## src/design/ttb_pkg.sv

```systemverilog
`timescale 1ns / 1ps
`default_nettype none

package ttb_pkg;

  // Field widths
  localparam int PosW   = 32;
  localparam int TexW   = 24;
  localparam int UnitW  = 16;

  // Datapath widths
  localparam int EdgeW  = PosW + 1;   // position difference
  localparam int DeltaW = TexW + 1;   // texcoord difference
  localparam int MulW   = 32;         // serial multiplier digit count
  localparam int AccW   = 66;         // product / sum-of-squares accumulator
  localparam int RawW   = 60;         // raw tangent / binormal component
  localparam int NumW   = 47;         // divider numerator
  localparam int CntW   = 6;

  // Normalization window: largest magnitude lands in [2^30, 2^31)
  localparam int NormHi = 31;
  localparam int NormLo = 30;

  localparam int ProdOps   = 14;      // det, tangent and binormal products
  localparam int SqrtSteps = 32;
  localparam int DivSteps  = 16;
  localparam int UnitOne   = 16384;

  typedef logic signed [PosW-1:0]   pos_t;
  typedef logic signed [TexW-1:0]   tex_t;
  typedef logic signed [UnitW-1:0]  unit_t;
  typedef logic signed [EdgeW-1:0]  edge_t;
  typedef logic signed [DeltaW-1:0] delta_t;
  typedef logic signed [AccW-1:0]   acc_t;
  typedef logic signed [RawW-1:0]   raw_t;
  typedef logic [RawW-1:0]          mag_t;

endpackage

`default_nettype wire

```

## src/design/ttb_vtx_if.sv

```systemverilog
`timescale 1ns / 1ps
`default_nettype none

interface ttb_vtx_if import ttb_pkg::*; ();
  logic valid;
  logic ready;
  pos_t pos_x;
  pos_t pos_y;
  pos_t pos_z;
  tex_t tex_u;
  tex_t tex_v;

  modport source (output valid, pos_x, pos_y, pos_z, tex_u, tex_v, input ready);
  modport sink   (input valid, pos_x, pos_y, pos_z, tex_u, tex_v, output ready);
endinterface

`default_nettype wire

```

## src/design/ttb_res_if.sv

```systemverilog
`timescale 1ns / 1ps
`default_nettype none

interface ttb_res_if import ttb_pkg::*; ();
  logic  valid;
  logic  ready;
  unit_t tangent_x;
  unit_t tangent_y;
  unit_t tangent_z;
  unit_t binormal_x;
  unit_t binormal_y;
  unit_t binormal_z;
  logic  degenerate;

  modport source (output valid, tangent_x, tangent_y, tangent_z,
                  binormal_x, binormal_y, binormal_z, degenerate, input ready);
  modport sink   (input valid, tangent_x, tangent_y, tangent_z,
                  binormal_x, binormal_y, binormal_z, degenerate, output ready);
endinterface

`default_nettype wire

```

## src/design/triangle_tangent_binormal.sv

```systemverilog
// Per-triangle tangent/binormal unit. Vertices of a triangle list arrive on
// vtx; the first two corners of a triangle are stored, and the third
// starts the computation, after which one result (unit tangent and binormal
// in Q1.14, or zero vectors with degenerate set) appears on res.
// All arithmetic runs through one bit-serial multiply-accumulate, a 2-bit per
// cycle square root and a 1-bit per cycle divider. A third corner occupies
// the block for the products, then per vector for the normalizing shifts,
// the squaring, the square root and the divide steps, most of it in the
// serial multiplier. A zero determinant skips the vector work and ends
// right after the products. The next vertex is accepted while a finished
// result still waits on res.
`timescale 1ns / 1ps
`default_nettype none

module triangle_tangent_binormal
  import ttb_pkg::*;
(
  input  logic      clk,
  input  logic      rst,
  ttb_vtx_if.sink   vtx,
  ttb_res_if.source res
);

  localparam logic [2:0] S_IDLE = 3'd0;
  localparam logic [2:0] S_LOAD = 3'd1;
  localparam logic [2:0] S_MAC  = 3'd2;
  localparam logic [2:0] S_VEC  = 3'd3;
  localparam logic [2:0] S_NORM = 3'd4;
  localparam logic [2:0] S_SQRT = 3'd5;
  localparam logic [2:0] S_DIV  = 3'd6;
  localparam logic [2:0] S_OUT  = 3'd7;

  logic [2:0]      state;
  logic [1:0]      phase;

  // Held corners
  pos_t            hp1 [3];
  pos_t            hp2 [3];
  tex_t            hu1, hv1, hu2, hv2;

  // Edge vectors and texcoord deltas
  edge_t           e1 [3];
  edge_t           e2 [3];
  delta_t          du1, dv1, du2, dv2;

  // Serial MAC
  logic [3:0]      op;
  logic            sqmode;
  logic [1:0]      k;
  logic [CntW-1:0] cnt;
  acc_t            macc, mcand, macc_next, term, op_a;
  logic [MulW-1:0] mplier, op_b;
  logic            msub, op_sub, mneg, clr;

  // Products
  logic            det_neg, det_zero;
  raw_t            tr [3];
  raw_t            br [3];

  // Vector under normalization
  logic            vsel;
  raw_t            vraw [3];
  mag_t            vmag [3];
  mag_t            m [3];
  mag_t            mor;

  // Square root
  logic [63:0]     sn;
  logic [32:0]     srem;
  logic [31:0]     root;
  logic [34:0]     st, strial;
  logic            sbit;

  // Divider
  logic [32:0]     drem;
  logic [15:0]     dnum, dq, dq_next;
  logic [33:0]     dt, dden;
  logic            dbit;
  logic [NumW-1:0] div_num;
  unit_t           qval;

  // Result staging and output register
  unit_t           tv [3];
  unit_t           bv [3];
  logic            deg;
  unit_t           ot [3];
  unit_t           ob [3];
  logic            odeg, ovalid;

  pos_t            in_pos [3];
  logic            in_acc;

  assign in_pos[0] = vtx.pos_x;
  assign in_pos[1] = vtx.pos_y;
  assign in_pos[2] = vtx.pos_z;
  assign vtx.ready = (state == S_IDLE);
  assign in_acc    = vtx.valid && vtx.ready;

  assign res.valid      = ovalid;
  assign res.tangent_x  = ot[0];
  assign res.tangent_y  = ot[1];
  assign res.tangent_z  = ot[2];
  assign res.binormal_x = ob[0];
  assign res.binormal_y = ob[1];
  assign res.binormal_z = ob[2];
  assign res.degenerate = odeg;

  // MAC operand selection
  always_comb begin
    logic [2:0] idx;
    logic [1:0] j;
    logic       odd;
    idx = op[3:1];
    odd = op[0];
    j   = 2'd0;
    if (sqmode) begin
      op_a   = AccW'(m[k]);
      op_b   = m[k][MulW-1:0];
      op_sub = 1'b0;
    end else if (idx == 3'd0) begin
      op_a   = odd ? AccW'(dv1) : AccW'(du1);
      op_b   = odd ? MulW'(du2) : MulW'(dv2);
      op_sub = odd;
    end else if (idx <= 3'd3) begin
      j      = 2'(idx - 3'd1);
      op_a   = odd ? AccW'(e2[j]) : AccW'(e1[j]);
      op_b   = odd ? MulW'(dv1) : MulW'(dv2);
      op_sub = odd;
    end else begin
      j      = 2'(idx - 3'd4);
      op_a   = odd ? AccW'(e1[j]) : AccW'(e2[j]);
      op_b   = odd ? MulW'(du2) : MulW'(du1);
      op_sub = odd;
    end
    clr = sqmode ? (k == 2'd0) : !op[0];
  end

  // One multiplier bit per cycle; the top bit carries negative weight
  always_comb begin
    term      = mplier[0] ? mcand : '0;
    mneg      = (cnt == CntW'(MulW - 1)) ^ msub;
    macc_next = mneg ? macc - term : macc + term;
  end

  // Vector magnitudes
  always_comb begin
    for (int i = 0; i < 3; i++) begin
      vraw[i] = vsel ? br[i] : tr[i];
      vmag[i] = vraw[i][RawW-1] ? mag_t'(-vraw[i]) : mag_t'(vraw[i]);
    end
    mor = m[0] | m[1] | m[2];
  end

  // Square root step
  always_comb begin
    st     = {srem, sn[63:62]};
    strial = {1'b0, root, 2'b01};
    sbit   = (st >= strial);
  end

  // Divider step and signed quotient
  always_comb begin
    div_num = {m[k][30:0], 15'b0} + NumW'(root);
    dt      = {drem, dnum[15]};
    dden    = {root, 1'b0, 1'b0} >> 1;
    dbit    = (dt >= dden);
    dq_next = {dq[14:0], dbit};
    qval    = (vraw[k][RawW-1] ^ det_neg) ? unit_t'(-dq_next) : unit_t'(dq_next);
  end

  always_ff @(posedge clk) begin
    if (rst) begin
      state  <= S_IDLE;
      phase  <= 2'd0;
      ovalid <= 1'b0;
    end else begin
      if (ovalid && res.ready && state != S_OUT) begin
        ovalid <= 1'b0;
      end
      unique case (state)
        S_IDLE: begin
          if (in_acc) begin
            unique case (phase)
              2'd0: begin
                for (int i = 0; i < 3; i++) hp1[i] <= in_pos[i];
                hu1   <= vtx.tex_u;
                hv1   <= vtx.tex_v;
                phase <= 2'd1;
              end
              2'd1: begin
                for (int i = 0; i < 3; i++) hp2[i] <= in_pos[i];
                hu2   <= vtx.tex_u;
                hv2   <= vtx.tex_v;
                phase <= 2'd2;
              end
              default: begin
                for (int i = 0; i < 3; i++) begin
                  e1[i] <= EdgeW'(hp2[i]) - EdgeW'(hp1[i]);
                  e2[i] <= EdgeW'(in_pos[i]) - EdgeW'(hp1[i]);
                end
                du1    <= DeltaW'(hu2) - DeltaW'(hu1);
                dv1    <= DeltaW'(hv2) - DeltaW'(hv1);
                du2    <= DeltaW'(vtx.tex_u) - DeltaW'(hu1);
                dv2    <= DeltaW'(vtx.tex_v) - DeltaW'(hv1);
                phase  <= 2'd0;
                op     <= 4'd0;
                sqmode <= 1'b0;
                deg    <= 1'b0;
                state  <= S_LOAD;
              end
            endcase
          end
        end

        S_LOAD: begin
          mcand  <= op_a;
          mplier <= op_b;
          msub   <= op_sub;
          cnt    <= '0;
          if (clr) begin
            macc <= '0;
          end
          state <= S_MAC;
        end

        S_MAC: begin
          macc   <= macc_next;
          mcand  <= mcand <<< 1;
          mplier <= mplier >> 1;
          cnt    <= cnt + 1'b1;
          if (cnt == CntW'(MulW - 1)) begin
            if (sqmode) begin
              if (k == 2'd2) begin
                sn    <= macc_next[63:0];
                srem  <= '0;
                root  <= '0;
                cnt   <= '0;
                state <= S_SQRT;
              end else begin
                k     <= k + 1'b1;
                state <= S_LOAD;
              end
            end else begin
              if (op[0]) begin
                if (op[3:1] == 3'd0) begin
                  det_zero <= (macc_next == '0);
                  det_neg  <= macc_next[AccW-1];
                end else if (op[3:1] <= 3'd3) begin
                  tr[2'(op[3:1] - 3'd1)] <= RawW'(macc_next);
                end else begin
                  br[2'(op[3:1] - 3'd4)] <= RawW'(macc_next);
                end
              end
              if (op == 4'(ProdOps - 1)) begin
                if (det_zero) begin
                  deg   <= 1'b1;
                  state <= S_OUT;
                end else begin
                  vsel  <= 1'b0;
                  state <= S_VEC;
                end
              end else begin
                op    <= op + 1'b1;
                state <= S_LOAD;
              end
            end
          end
        end

        S_VEC: begin
          for (int i = 0; i < 3; i++) m[i] <= vmag[i];
          if ((vmag[0] | vmag[1] | vmag[2]) == '0) begin
            deg   <= 1'b1;
            state <= S_OUT;
          end else begin
            state <= S_NORM;
          end
        end

        // One bit of shift per cycle toward [2^30, 2^31)
        S_NORM: begin
          if (|mor[RawW-1:NormHi]) begin
            for (int i = 0; i < 3; i++) m[i] <= m[i] >> 1;
          end else if (!mor[NormLo]) begin
            for (int i = 0; i < 3; i++) m[i] <= m[i] << 1;
          end else begin
            sqmode <= 1'b1;
            k      <= 2'd0;
            state  <= S_LOAD;
          end
        end

        S_SQRT: begin
          sn   <= sn << 2;
          srem <= 33'(sbit ? st - strial : st);
          root <= {root[30:0], sbit};
          cnt  <= cnt + 1'b1;
          if (cnt == CntW'(SqrtSteps - 1)) begin
            k     <= 2'd0;
            cnt   <= '0;
            state <= S_DIV;
          end
        end

        S_DIV: begin
          if (cnt == '0) begin
            drem <= 33'(div_num >> DivSteps);
            dnum <= div_num[15:0];
            dq   <= '0;
            cnt  <= CntW'(1);
          end else begin
            drem <= 33'(dbit ? dt - dden : dt);
            dnum <= dnum << 1;
            dq   <= dq_next;
            cnt  <= cnt + 1'b1;
            if (cnt == CntW'(DivSteps)) begin
              if (vsel) begin
                bv[k] <= qval;
              end else begin
                tv[k] <= qval;
              end
              cnt <= '0;
              if (k == 2'd2) begin
                if (!vsel) begin
                  vsel  <= 1'b1;
                  state <= S_VEC;
                end else begin
                  state <= S_OUT;
                end
              end else begin
                k <= k + 1'b1;
              end
            end
          end
        end

        S_OUT: begin
          if (!ovalid || res.ready) begin
            for (int i = 0; i < 3; i++) begin
              ot[i] <= deg ? unit_t'(0) : tv[i];
              ob[i] <= deg ? unit_t'(0) : bv[i];
            end
            odeg   <= deg;
            ovalid <= 1'b1;
            state  <= S_IDLE;
          end
        end

        default: begin
          state <= S_IDLE;
        end
      endcase
    end
  end

`ifndef NO_ASSERTIONS
  // Degenerate results carry zero vectors
  a_deg_zero: assert property (@(posedge clk) disable iff (rst)
    (ovalid && odeg) |-> (ot[0] == 0 && ot[1] == 0 && ot[2] == 0 &&
                          ob[0] == 0 && ob[1] == 0 && ob[2] == 0))
    else $error("degenerate result with nonzero vector");

  // Unit components stay within one
  a_unit_range: assert property (@(posedge clk) disable iff (rst)
    ovalid |-> (ot[0] <= UnitW'(UnitOne) && ot[0] >= -unit_t'(UnitOne) &&
                ot[1] <= UnitW'(UnitOne) && ot[1] >= -unit_t'(UnitOne) &&
                ot[2] <= UnitW'(UnitOne) && ot[2] >= -unit_t'(UnitOne) &&
                ob[0] <= UnitW'(UnitOne) && ob[0] >= -unit_t'(UnitOne) &&
                ob[1] <= UnitW'(UnitOne) && ob[1] >= -unit_t'(UnitOne) &&
                ob[2] <= UnitW'(UnitOne) && ob[2] >= -unit_t'(UnitOne)))
    else $error("unit component out of range");

  // A third corner starts the product sequence at its first operation
  a_start: assert property (@(posedge clk) disable iff (rst)
    (in_acc && phase[1]) |=> (state == S_LOAD && op == 4'd0 && !sqmode))
    else $error("triangle computation did not start");
`endif

endmodule

`default_nettype wire

```

## src/flat_wrapper.sv

```systemverilog
// flat-port wrapper written by rule: the top's interface ports become plain ports
module triangle_tangent_binormal_flat import ttb_pkg::*;
  (clk, rst, vtx_valid, vtx_pos_x, vtx_pos_y, vtx_pos_z, vtx_tex_u, vtx_tex_v, vtx_ready, res_valid, res_tangent_x, res_tangent_y, res_tangent_z, res_binormal_x, res_binormal_y, res_binormal_z, res_degenerate, res_ready);
  ttb_vtx_if vtx_i ();
  ttb_res_if res_i ();
  input  logic clk;
  input  logic rst;
  input wire logic [$bits(vtx_i.valid)-1:0] vtx_valid;
  input wire logic [$bits(vtx_i.pos_x)-1:0] vtx_pos_x;
  input wire logic [$bits(vtx_i.pos_y)-1:0] vtx_pos_y;
  input wire logic [$bits(vtx_i.pos_z)-1:0] vtx_pos_z;
  input wire logic [$bits(vtx_i.tex_u)-1:0] vtx_tex_u;
  input wire logic [$bits(vtx_i.tex_v)-1:0] vtx_tex_v;
  output wire logic [$bits(vtx_i.ready)-1:0] vtx_ready;
  output wire logic [$bits(res_i.valid)-1:0] res_valid;
  output wire logic [$bits(res_i.tangent_x)-1:0] res_tangent_x;
  output wire logic [$bits(res_i.tangent_y)-1:0] res_tangent_y;
  output wire logic [$bits(res_i.tangent_z)-1:0] res_tangent_z;
  output wire logic [$bits(res_i.binormal_x)-1:0] res_binormal_x;
  output wire logic [$bits(res_i.binormal_y)-1:0] res_binormal_y;
  output wire logic [$bits(res_i.binormal_z)-1:0] res_binormal_z;
  output wire logic [$bits(res_i.degenerate)-1:0] res_degenerate;
  input wire logic [$bits(res_i.ready)-1:0] res_ready;
  assign vtx_i.valid = vtx_valid;
  assign vtx_i.pos_x = vtx_pos_x;
  assign vtx_i.pos_y = vtx_pos_y;
  assign vtx_i.pos_z = vtx_pos_z;
  assign vtx_i.tex_u = vtx_tex_u;
  assign vtx_i.tex_v = vtx_tex_v;
  assign vtx_ready = vtx_i.ready;
  assign res_valid = res_i.valid;
  assign res_tangent_x = res_i.tangent_x;
  assign res_tangent_y = res_i.tangent_y;
  assign res_tangent_z = res_i.tangent_z;
  assign res_binormal_x = res_i.binormal_x;
  assign res_binormal_y = res_i.binormal_y;
  assign res_binormal_z = res_i.binormal_z;
  assign res_degenerate = res_i.degenerate;
  assign res_i.ready = res_ready;
  triangle_tangent_binormal u_core (.clk(clk), .rst(rst), .vtx(vtx_i), .res(res_i));
endmodule
```

## config.mk

```make
export PLATFORM = sky130hd
export DESIGN_NAME = triangle_tangent_binormal_flat
export DESIGN_NICKNAME = d
export VERILOG_FILES = /design/src/design/ttb_pkg.sv /design/src/design/ttb_vtx_if.sv /design/src/design/ttb_res_if.sv /design/src/design/triangle_tangent_binormal.sv /design/src/flat_wrapper.sv
export SDC_FILE = /design/constraint.sdc
export NUM_CORES = 2
export LEC_CHECK = 0
export ABC_CLOCK_PERIOD_IN_PS = 26600
export BUFFER_PORTS_ARGS = -buffer_cell sky130_fd_sc_hd__clkbuf_2
export CAP_MARGIN = 20
export CORE_ASPECT_RATIO = 0.6
export CORE_UTILIZATION = 45
export DETAILED_ROUTE_END_ITERATION = 6
export PLACE_DENSITY = 0.65
export SETUP_SLACK_MARGIN = 0.2
export SYNTH_ARGS = -nofsm -noshare
export SYNTH_HDL_FRONTEND = slang
export SYNTH_SLANG_ARGS = --single-unit
export TNS_END_PERCENT = 100
```

## constraint.sdc

```tcl
create_clock -name clk -period 26.6 [get_ports clk]
set_input_delay 6.65 -clock clk [delete_from_list [all_inputs] [get_ports clk]]
set_output_delay 6.65 -clock clk [all_outputs]
set_load 0.01 [all_outputs]
```

* After elaboration in Yosys (flattened, before gate mapping)
Memory sizes are Yosys's and may differ from the RTL's. A register that Yosys moved wholly into a read port is not among the register bits.
Index checks and enable logic that the tools add are counted.
W data, S select, Z words.
** Storage, ports and cells
- Word-level logic and storage cells :: 339
- RAM bits :: 1122
- Output and inout bits :: 99
- Memory bits (read-only) :: 0
- Latch bits :: 0
- Memories :: 11
- Bits in registers :: 578
** Cells by class
- Reductions and logical operators :: 41
- Order comparisons :: 4
- Multipliers :: 0
- Divide/modulo/power cells :: 0
- Shift operators :: 0
- Bitwise operators :: 16
- $add $sub $neg :: 24
- Equality and inequality tests :: 32
- Muxes and demuxes :: 179
** Memories
- u_core.br :: depth 3, bits a word 60, rd ports 3, clocked after Yosys merged registers in 0, wr ports 1, line triangle_tangent_binormal.sv:58 : raw_t br [3];
- u_core.m :: depth 3, bits a word 60, rd ports 4, clocked after Yosys merged registers in 1, wr ports 3, line triangle_tangent_binormal.sv:64 : mag_t m [3];
- u_core.tr :: depth 3, bits a word 60, rd ports 3, clocked after Yosys merged registers in 0, wr ports 1, line triangle_tangent_binormal.sv:57 : raw_t tr [3];
- u_core.e1 :: depth 3, bits a word 33, rd ports 2, clocked after Yosys merged registers in 0, wr ports 3, line triangle_tangent_binormal.sv:42 : edge_t e1 [3];
- u_core.e2 :: depth 3, bits a word 33, rd ports 2, clocked after Yosys merged registers in 0, wr ports 3, line triangle_tangent_binormal.sv:43 : edge_t e2 [3];
- u_core.hp1 :: depth 3, bits a word 32, rd ports 3, clocked after Yosys merged registers in 0, wr ports 3, line triangle_tangent_binormal.sv:37 : pos_t hp1 [3];
- +5 memories
** Operators with widths (count)
- $mux W60 :: 14
- $mux W66 :: 9
- $mux W32 :: 9
- $pmux W66 S2 :: 2
- $or A60 B60 Y60 :: 4
- $sub A32 B32 Y33 :: 6
- $mux W64 :: 3
- $neg A60 Y60 :: 3
- $mux W33 :: 5
- $mux W16 :: 8
- $pmux W32 S2 :: 2
- $pmux W64 S2 :: 1
- $bmux W60 S2 :: 1
- $sub A24 B24 Y25 :: 4
- $mux W1 :: 79
- $add A66 B66 Y66 :: 1
- $logic_not A66 Y1 :: 1
- $pmux W33 S2 :: 1
- $sub A33 B33 Y33 :: 2
- $sub A66 B66 Y66 :: 1
- $logic_not A60 Y1 :: 1
- $add A46 B32 Y47 :: 1
- $mux W3 :: 15
- $mux W6 :: 6
- 52 further kinds :: 117

* Depth between registers and ports, before layout
An unclocked memory read counts as a cell.
- Word-level depth :: 10
- Gate-level depth with buffers :: 30
- Gate-level depth less buffers :: 27

* Least setup slack after synthesis
Ideal clock, no wire load.
- Path kind :: input to register
- From :: in rst
- To :: mem u_core.e1[0][0] (netlist name) (enable)
- Arrival :: 21.419 ns
- Data required time :: 25.560 ns
- Cell stages on the path :: 3
- Setup time :: 1.040 ns
- Buffers on the path :: 2
- Slack :: 4.141 ns
- Cell sequence :: clkbuf_1 > clkbuf_1 > nor3b_1
** RTL lines
- start, declared :: line flat_wrapper.sv:7 : input logic rst;
- end, declared :: line triangle_tangent_binormal.sv:42

==> results.cfg <==
[run_status]
failed_checks = design-rule violations
outcome = finished with violations

[detailed_routing]
vias = 75118
ant_nets = 0
wl_per_cell_um = 26.1
drtIter0Drc = 11425
drtPass1Iterations = 7
drc = 4
vias_per_cell = 6.12
routed_wl_um = 321000

[sta]
max_freq_mhz = 96.6
min_period_over_period_pct = 38.9
drv_slew = 0
fin_tns_setup_ns = 0
holdWs_ns = 0.493
setup_viol = 0
setup_ws_ns = 16.25
rsz0062_at_grt = no
fin_skew_ns = 0.102
worst_slew_pin_slew_ns = 1.37
slew_headroom_pct = 8.36
post-route-min-period_ns = 10.35
hold_violations = 0

[pwr]
ir_worst_vdd_mv = 0.0451
power.total_mw = 7.70
pwr_density_cell_nw_per_um2 = 71.1
p_leak_nw = 40.1

[floorplan]
core_area_um2 = 216000
die_width_um = 604
initial_core_util_pct = 45.3
ios = 247
dieArea_um2 = 220000
placementRows = 132
die_y_um = 363

[place]
place.gp.congestion = 1.02
place_inst = 11954
place_ws_ns = 15.50
dp_hpwl_um = 243000
io_buffers = 246

[clocking]
cts_sinks = 1704
cts_hold_buf = 0
cts_root_buf = clkbuf_16
cts_buffer_depth = 4
clkLatencyLatePin_ns = 0.87
cts_tree = yes
clkTransAtPathRegs_ns = 0.07
htreeDepth = 4
cts_resized = 0
cts_made_buffers = 177
post-cts-setup-buffers = 0

[global_route]
grt_pass1_vias = 68089
grt.total_usage_pct = 28.4
grt_max_degree = 225
grt_pass1_wl_um = 462000
grt-ovfl-total = 0
antenna_found_initial = 28

[hold_path]
hold_end = u_core.sn[63]
min_path_cells = 2
hp-start = u_core.sn[61]
hp-class = reg -> reg

[worst_setup_path]
r2r-end = u_core.state[0]
critPathCaptureType = register
critPathLaunchType = input port
regToRegStartpoint = u_core.vsel
r2r_slack_ns = 16.95
worstRegToRegCells = 19
critical_path_required_ns = 27.19
cp.arrival_ns = 10.93
criticalPathCategory = in -> reg
path_max_fanout = 4

[logic_synthesis]
syn-num-nets = 9689
synthFlopType = edfxtp_1
syn_inst = 9074
yosysTopAreaCell = edfxtp_1
synth-edff-count = 1694
ys_seq_area_share_pct = 52.1
synth.avg_cell_area_um2 = 10.8
yosys_warnings = 0
netlist_area_um2 = 97900
synth.area.top_cells = edfxtp_1 52%, ha_1 5.8%, mux2i_1 3.8%
yosys.cell_count.top_type = edfxtp_1
synthTopCellsByCount = 1,694 x edfxtp_1, 885 x nand2_1, 781 x nor2_1
yosysUniqueCellTypes = 102
async_flop_share_pct = 0
synth_top_cell_area_share_pct = 51.9
ys_ff_latch = 1704

[finish]
syn2layout_area_growth_pct = 10.5
drive_gt1_share_pct = 9.31
finalNetCount = 9877
fin_cells = 12284

[flow_run]
maxCapViolCount = 0
## routing by layer
| metal | up-vias | wire length (µm) | track usage [%] |
|---|---|---|---|
| met3 | 337 | 48100 | 10.3 |
| li1 | 33870 | - | - |
| met1 | 36749 | 153000 | 46.5 |
| met4 | 10 | 4720 | 4.65 |
| met5 | - | 55 | 0 |
| met2 | 4152 | 116000 | 34.8 |
## power by group
group          leakage (nW)  internal (mW)  switching [mW]
sequential             15.4           3.26          0.0586
combinational          21.9          0.549            1.32
clock                  2.71           1.40            1.11
total                  40.1           5.21            2.49
## critical path, cell delays in order
cell and delay (ns):
clkbuf_2 0.11, inv_1 0.05, ha_1 0.22, fa_1 0.42, nor2b_1 0.13, o21ai_0 0.11
a21boi_0 0.24, o21ai_0 0.22, a211oi_1 0.51, a311o_1 0.43, o311a_1 0.28, o31ai_1 0.14
nand2_1 0.17, o221ai_1 0.18, a21oi_1 0.53, a31oi_1 0.24, o211ai_1 0.21, o21ai_0 0.11
## metrics by stage
step | util [%] | area, µm²
2_1_floorplan | - | 97900
3_3_place_gp | 47.5 | 103000
3_5_place_dp | 47.5 | 103000
4_1_cts | 50.1 | 108000
5_1_grt | 50.1 | 108000
6_report | 50.1 | 108000
## state kept, by name (all words and copies together), names as in the netlist, 96 cells and up, named ones only
name and flops:
u_core.tr 180, u_core.hp1 96, u_core.hp2 96, u_core.e2 99, u_core.m 180, u_core.br 180
u_core.e1 99
## placed cells by master (no fill, tap or decap), types with 41 or more instances in the layout
cell	instances
ha_1	453
xnor2_1	357
clkbuf_16	179
or2_2	41
a31oi_1	57
a21o_1	193
xor2_1	215
nand2b_1	108
a211oi_1	110
nand3_1	126
clkbuf_2	246
mux2i_1	365
buf_4	133
inv_1	406
nand4_1	64
nor3_1	197
a21oi_1	704
nor2b_1	219
nand2_1	883
o21ai_0	634
and3_1	53
nor2_1	780
o21a_1	84
edfxtp_1	1694
o31ai_1	45
mux4_2	66
nor4_1	75
and2_1	62
or3_1	58
## worst max-delay path by stage
stage / from / to / slack, ns
detailed placement: vtx_pos_y[0] / u_core.e2[1][32] / 15.50
CTS: vtx_pos_y[0] / u_core.e2[1][32] / 16.38
finish: vtx_pos_y[0] / u_core.e2[1][32] / 16.25
global placement: vtx_pos_y[0] / u_core.e2[1][32] / 15.59
floorplan: rst / u_core.e1[0][0] / 4.14
global route: vtx_pos_y[0] / u_core.e2[1][32] / 16.07
## layout make-up
cell class                 count  area (µm²)
inverter                     408        1530
tap                         2881        3600
antenna                        5        12.5
clock inverter                97         945
multi-input combinational   6580       44100
clock buffer                 218        4630
fill                       19197      108000
timing repair buffer         391        2410
sequential                  1704       51100
## logic make-up (layout without fill, tap and decap cells)
kind of cell,Yosys count,count (layout),share of synthesized area [%]
buffers and inverters,790,1114,3.23
XOR/XNOR,585,585,5.23
other,0,5,0
flip-flops,1704,1704,52.1
multiplexers,463,463,5.62
AND/OR/NAND/NOR,2834,2834,13.7
adder cells (fa/ha/maj),467,467,6.07
AO/OA/AOI/OAI,2231,2231,14.0
Note: power is estimated with default switching activity, not from simulation.
